<file path="config.mk">
export PLATFORM = sky130hd
export DESIGN_NAME = lpht_hash
export DESIGN_NICKNAME = d
export VERILOG_FILES = /design/src/design/lpht_pkg.sv /design/src/design/lpht_hash.sv
export SDC_FILE = /design/constraint.sdc
export NUM_CORES = 2
export LEC_CHECK = 0
export BUFFER_PORTS_ARGS = -buffer_cell sky130_fd_sc_hd__buf_2
export CELL_PAD_IN_SITES_DETAIL_PLACEMENT = 1
export CELL_PAD_IN_SITES_GLOBAL_PLACEMENT = 2
export CORE_MARGIN = 5
export CORE_UTILIZATION = 43
export DETAILED_ROUTE_END_ITERATION = 16
export PLACE_DENSITY = 0.89
export RECOVER_POWER = 100
export SLEW_MARGIN = 30
export SYNTH_ARGS = -nofsm -noshare
export SYNTH_HDL_FRONTEND = slang
export SYNTH_SLANG_ARGS = --single-unit
export TNS_END_PERCENT = 50
</file>
<file path="constraint.sdc">
create_clock -name clk -period 12.85 [get_ports clk]
set_input_delay 0.6425 -clock clk [delete_from_list [all_inputs] [get_ports clk]]
set_output_delay 0.6425 -clock clk [all_outputs]
set_load 0.05 [all_outputs]
</file>
<file path="src/design/lpht_pkg.sv">
package lpht_pkg;

	// multiplicative hash: home slot from the top byte of the low 64 bits of key * HASH_MULT
	localparam logic [63:0] HASH_MULT  = 64'h9E37_79B9_7F4A_7C15;
	localparam int          HASH_SHIFT = 56;
	localparam int          HASH_BITS  = 8;

	localparam int KEY_W   = 64;
	localparam int SIDX_W  = 6;
	localparam int SLOT_W  = 6;
	localparam int OCC_W   = 7;
	localparam int IN_DW   = 136;
	localparam int OUT_DW  = 80;

	typedef enum logic [1:0] {
		CMD_ATTACH   = 2'd0,
		CMD_FIND     = 2'd1,
		CMD_COMPLETE = 2'd2
	} cmd_t;

	typedef enum logic [1:0] {
		STAT_OK   = 2'd0,
		STAT_MISS = 2'd1,
		STAT_FULL = 2'd2
	} status_t;

	typedef enum logic [8:0] {
		ST_IDLE  = 9'b0_0000_0001,
		ST_HASH  = 9'b0_0000_0010,
		ST_PROBE = 9'b0_0000_0100,
		ST_PCMP  = 9'b0_0000_1000,
		ST_CREAD = 9'b0_0001_0000,
		ST_CPAR  = 9'b0_0010_0000,
		ST_BSCAN = 9'b0_0100_0000,
		ST_BMOVE = 9'b0_1000_0000,
		ST_DONE  = 9'b1_0000_0000
	} state_t;

endpackage

</file>
<file path="src/design/lpht_hash.sv">
module lpht_hash #(
	parameter int TABLE_SLOTS = 64,
	localparam int SW = $clog2(TABLE_SLOTS)
) (
	input  logic                     clk,
	input  logic                     arst_n,
	input  logic                     start,
	input  logic [lpht_pkg::KEY_W-1:0] key,
	output logic                     done,
	output logic [SW-1:0]            home
);

	localparam logic [2:0] PH_IDLE = 3'd0;
	localparam logic [2:0] PH_LL   = 3'd1;
	localparam logic [2:0] PH_LH   = 3'd2;
	localparam logic [2:0] PH_HL   = 3'd3;
	localparam logic [2:0] PH_SUM  = 3'd4;
	localparam logic [2:0] PH_RED  = 3'd5;

	localparam logic [31:0] MULT_LO = lpht_pkg::HASH_MULT[31:0];
	localparam logic [31:0] MULT_HI = lpht_pkg::HASH_MULT[63:32];

	logic [2:0]  phase_q;
	logic [63:0] key_q;
	logic [63:0] prod_q;
	logic [63:0] acc_q;
	logic [SW-1:0] home_q;
	logic        done_q;
	logic [31:0] mul_a;
	logic [31:0] mul_b;
	logic [63:0] prod;
	logic [63:0] acc_add;

	// reduce the hash byte modulo the slot count by restoring subtraction
	function automatic logic [SW-1:0] reduce(input logic [lpht_pkg::HASH_BITS-1:0] x);
		logic [16:0] r;
		logic [16:0] m;
		r = 17'(x);
		for (int k = 7; k >= 0; k--) begin
			m = 17'(TABLE_SLOTS) << k;
			if (r >= m) begin
				r = r - m;
			end
		end
		return r[SW-1:0];
	endfunction

	// one 32x32 multiplier walks through the partial products of the low 64 bits
	assign mul_a   = (phase_q == PH_HL) ? key_q[63:32] : key_q[31:0];
	assign mul_b   = (phase_q == PH_LH) ? MULT_HI : MULT_LO;
	assign prod    = mul_a * mul_b;
	assign acc_add = acc_q + {prod_q[31:0], 32'd0};

	always_ff @(posedge clk or negedge arst_n) begin
		if (!arst_n) begin
			phase_q <= PH_IDLE;
			done_q  <= 1'b0;
		end else begin
			done_q <= 1'b0;
			case (phase_q)
				PH_IDLE: begin
					if (start) begin
						phase_q <= PH_LL;
					end
				end
				PH_LL, PH_LH, PH_HL, PH_SUM: phase_q <= phase_q + 3'd1;
				PH_RED: begin
					phase_q <= PH_IDLE;
					done_q  <= 1'b1;
				end
				default: phase_q <= PH_IDLE;
			endcase
		end
	end

	always_ff @(posedge clk) begin
		if (start && phase_q == PH_IDLE) begin
			key_q <= key;
		end
		prod_q <= prod;
		case (phase_q)
			PH_LH:          acc_q <= prod_q;
			PH_HL, PH_SUM:  acc_q <= acc_add;
			default:        acc_q <= acc_q;
		endcase
		if (phase_q == PH_RED) begin
			home_q <= reduce(acc_q[lpht_pkg::HASH_SHIFT +: lpht_pkg::HASH_BITS]);
		end
	end

	assign done = done_q;
	assign home = home_q;

endmodule

</file>
==> results.md <==
* Worst-Skew Late Latency at 0.51 ns
* Critical Path Start Type: flip-flop
* Max incr delay on CP at 0.98 ns
* Period utilisation layout at 86.3%
* Fin crit period at 11.09 ns
* Final hold viol count at 0
* Fill cells at 8260
* Cts bufs inserted at 17
* Final core utilization at 46.4%
* Final setup viols at 0
* Max-Cap Viols at 3
* DRC at 0
* Seq cells post-synth at 164
* Final Max Slew Viols at 150
* Die Span Y at 280 microns
* Hpwl dp at 88200 microns
* Synth unique cells at 65
* WP data arrival at 11.51 ns
* DR pass1 iterations at 5
* H-tree Lvls at 4
* Layout cells sized above 1 at 4.28%
* Wire length per cell at 23.6 microns
* Clk slew on worst S/H paths at 0.10 ns
* First-pass GRT wire length at 151000 microns
* Max Root-Sink Buffers at 2
* Core area at 0.0717 sq mm
* Via density at 5.22
* Tot GR Track Use at 26.0%
* Clock sinks at 164
* Die width at 280 microns
* Seq/Total Area, Yosys at 13.8%
* Normalized max-slew margin at -134%
* Slowest-stage cell, CP: ha_1
* CTS tree: built
* Routed Antenna Nets at 0
* Dpl cell area at 0.0328 sq mm
* Area Overhead vs Synth at 6.55%
* Worst path required time at 13.27 ns
* Max Fanout on Critical Path at 19
* Maximum operating frequency at 0.0901 GHz
* Post-synthesis cell area at 0.0312 sq mm
* Gr ovfl total at 0
* Outcome: finished, violations left
* Final wirelength at 100000 microns
* Most used cell, CP: fa_1
* Vias in the first global route at 25100
* Post-synth EDFFs at 100
* Worst-margin pin slew at 3.51 ns
* Rows at 98
* Worst min path class: input port to flip-flop
* Routability cong. at 0.991
* NumNets Final at 4376
* Drt initial violations at 1335
* Mapped Cells at 3225
* Initial core utilization at 43.6%
* Post-cts resize count at 0
* Critical Path Sink Type: flip-flop
* RSZ-0062 raised after global routing: false
* Pin count of the biggest net entering global routing at 66
* Synth Area per Inst at 9.69 sq um
* Die Area at 0.0782 sq mm
* Violated checks: capacitance limit, slew limit
* Clock skew at 0.0196 ns
* Dominant synthesized flop cell: edfxtp_1
* Root buffer cell: clkbuf_16
* Ys async rst share at 2.44%
* Kind of critical path: flip-flop to flip-flop
* Via count at 22200
* Ports at 74
* Setup TNS at 0 ns
* PortBufs at 73
* Diodes inserted at 0
* Yosys warning total at 0
* Initial antenna violation count at 1
* Design area at 0.0333 sq mm
-- critical path, delay by kind of cell, from the launching register on --
kind	cells	cell delay, ns
compound gates	10	2.29
xor+xnor	1	0.14
flops	1	0.50
simple gates	1	0.44
mux	1	0.92
fa+ha+maj	10	5.08
buf+inv	7	1.62
-- area by class of cell --
cell class / count / area [sq um] / share of cell area [%]
multi-input combinational: 2114 / 23400 / 70.2
timing repair buffer: 88 / 458 / 1.38
clock inverter: 15 / 178 / 0.534
inverter: 897 / 3370 / 10.1
tap: 950 / 1190 / 3.57
sequential: 164 / 4300 / 12.9
clock buffer: 17 / 425 / 1.28
-- logic make-up after synthesis --
family	Yosys count	synth area share, %
adders and majority gates	1027	55.0
buffers and inverters	978	11.8
and+or+nand+nor	502	6.89
AOI/OAI and AO/OA	379	7.56
DFF	164	13.8
xor gates and xnor gates	137	3.84
muxes	36	1.20
other	2	0.0240
-- metrics by stage --
stage                     instances  hold slack (ns)  setup WS (ns)
after floorplan                3256            0.347           3.97
after global placement         4212            0.449           2.59
after detailed placement       4212            0.450           2.38
after CTS                      4245            0.260           2.31
after global routing           4245            0.290           1.23
final                          4245            0.302           1.76
-- per-layer routing --
metal  up-vias  track usage (%)  routed length [microns]
met3       220             4.20                     5060
li1       9980                -                        -
met2       666             42.8                    47600
met1     11300             33.4                    41300
met4         0             13.6                     6400
met5         -                0                        0
-- Yosys cell counts, types with 5 or more instances --
master	count	share of area, %
mux2i_1	25	0.80
inv_2	9	0.11
o21bai_1	27	0.65
a31oi_1	13	0.26
buf_1	7	0.084
a21o_1	39	0.94
o21ai_1	12	0.19
o31ai_1	9	0.22
edfxtp_1	100	9.6
xor2_1	25	0.70
nor3b_1	5	0.12
dfxtp_1	60	3.8
a211oi_1	8	0.19
nand2_1	211	2.5
nand3_1	12	0.19
nor3_1	25	0.40
and3_1	10	0.20
o21ai_0	91	1.5
nand2b_1	19	0.38
xnor2_1	112	3.1
inv_1	885	11
a21oi_1	123	2.0
ha_1	451	18
fa_1	576	37
o21a_1	13	0.31
nor2b_1	13	0.26
mux2_2	11	0.40
nand4_1	9	0.18
nor2_1	173	2.1
clkbuf_1	71	0.85
and2_1	12	0.24
a21boi_0	6	0.14
-- cell usage in the layout, fill, tap and decap left out, drive strengths merged, types with 11 or more instances in the layout --
master  Yosys  routed
inv       894     901
mux2       11      11
o21bai     27      27
ha        451     451
a21oi     125     125
edfxtp    100     100
buf        10      75
and2       12      12
a31oi      13      13
o21a       13      13
nand2     211     211
nand3      12      12
nor2b      13      13
clkbuf     71      29
conb        2      33
a21o       39      39
nor2      173     173
mux2i      25      25
nor3       25      25
nand2b     19      19
dfxtp      60      60
xor2       25      25
xnor2     112     112
o21ai     104     104
fa        576     576
-- state kept, by name, indices dropped and copies added (netlist names) --
name	count
key_q	64
prod_q	60
acc_q	30
home	6
phase_q	3
done	1
-- timing repair --
action,4_1_cts,5_1_grt
hold buffers,1,0
setup buffers,0,0
hold endpoints to repair,4,0
-- path summary, 6_finish.rpt --
kind / cells after the start / startpoint / slack (ns) / end
min in group asynchronous: 2 / arst_n / 0.53 / done
max reg2reg: 30 / phase_q[2] / 1.76 / prod_q[47]
min: 1 / key[61] / 0.30 / key_q[61]
min reg2reg: 0 / acc_q[59] / 0.47 / home[3]
max in group asynchronous: 2 / arst_n / 12.07 / phase_q[1]
max: 30 / phase_q[2] / 1.76 / prod_q[47]
Power is left out: the tool's default activity adds up to more than one toggle a clock period on the data nets, which glitch-free logic cannot reach.
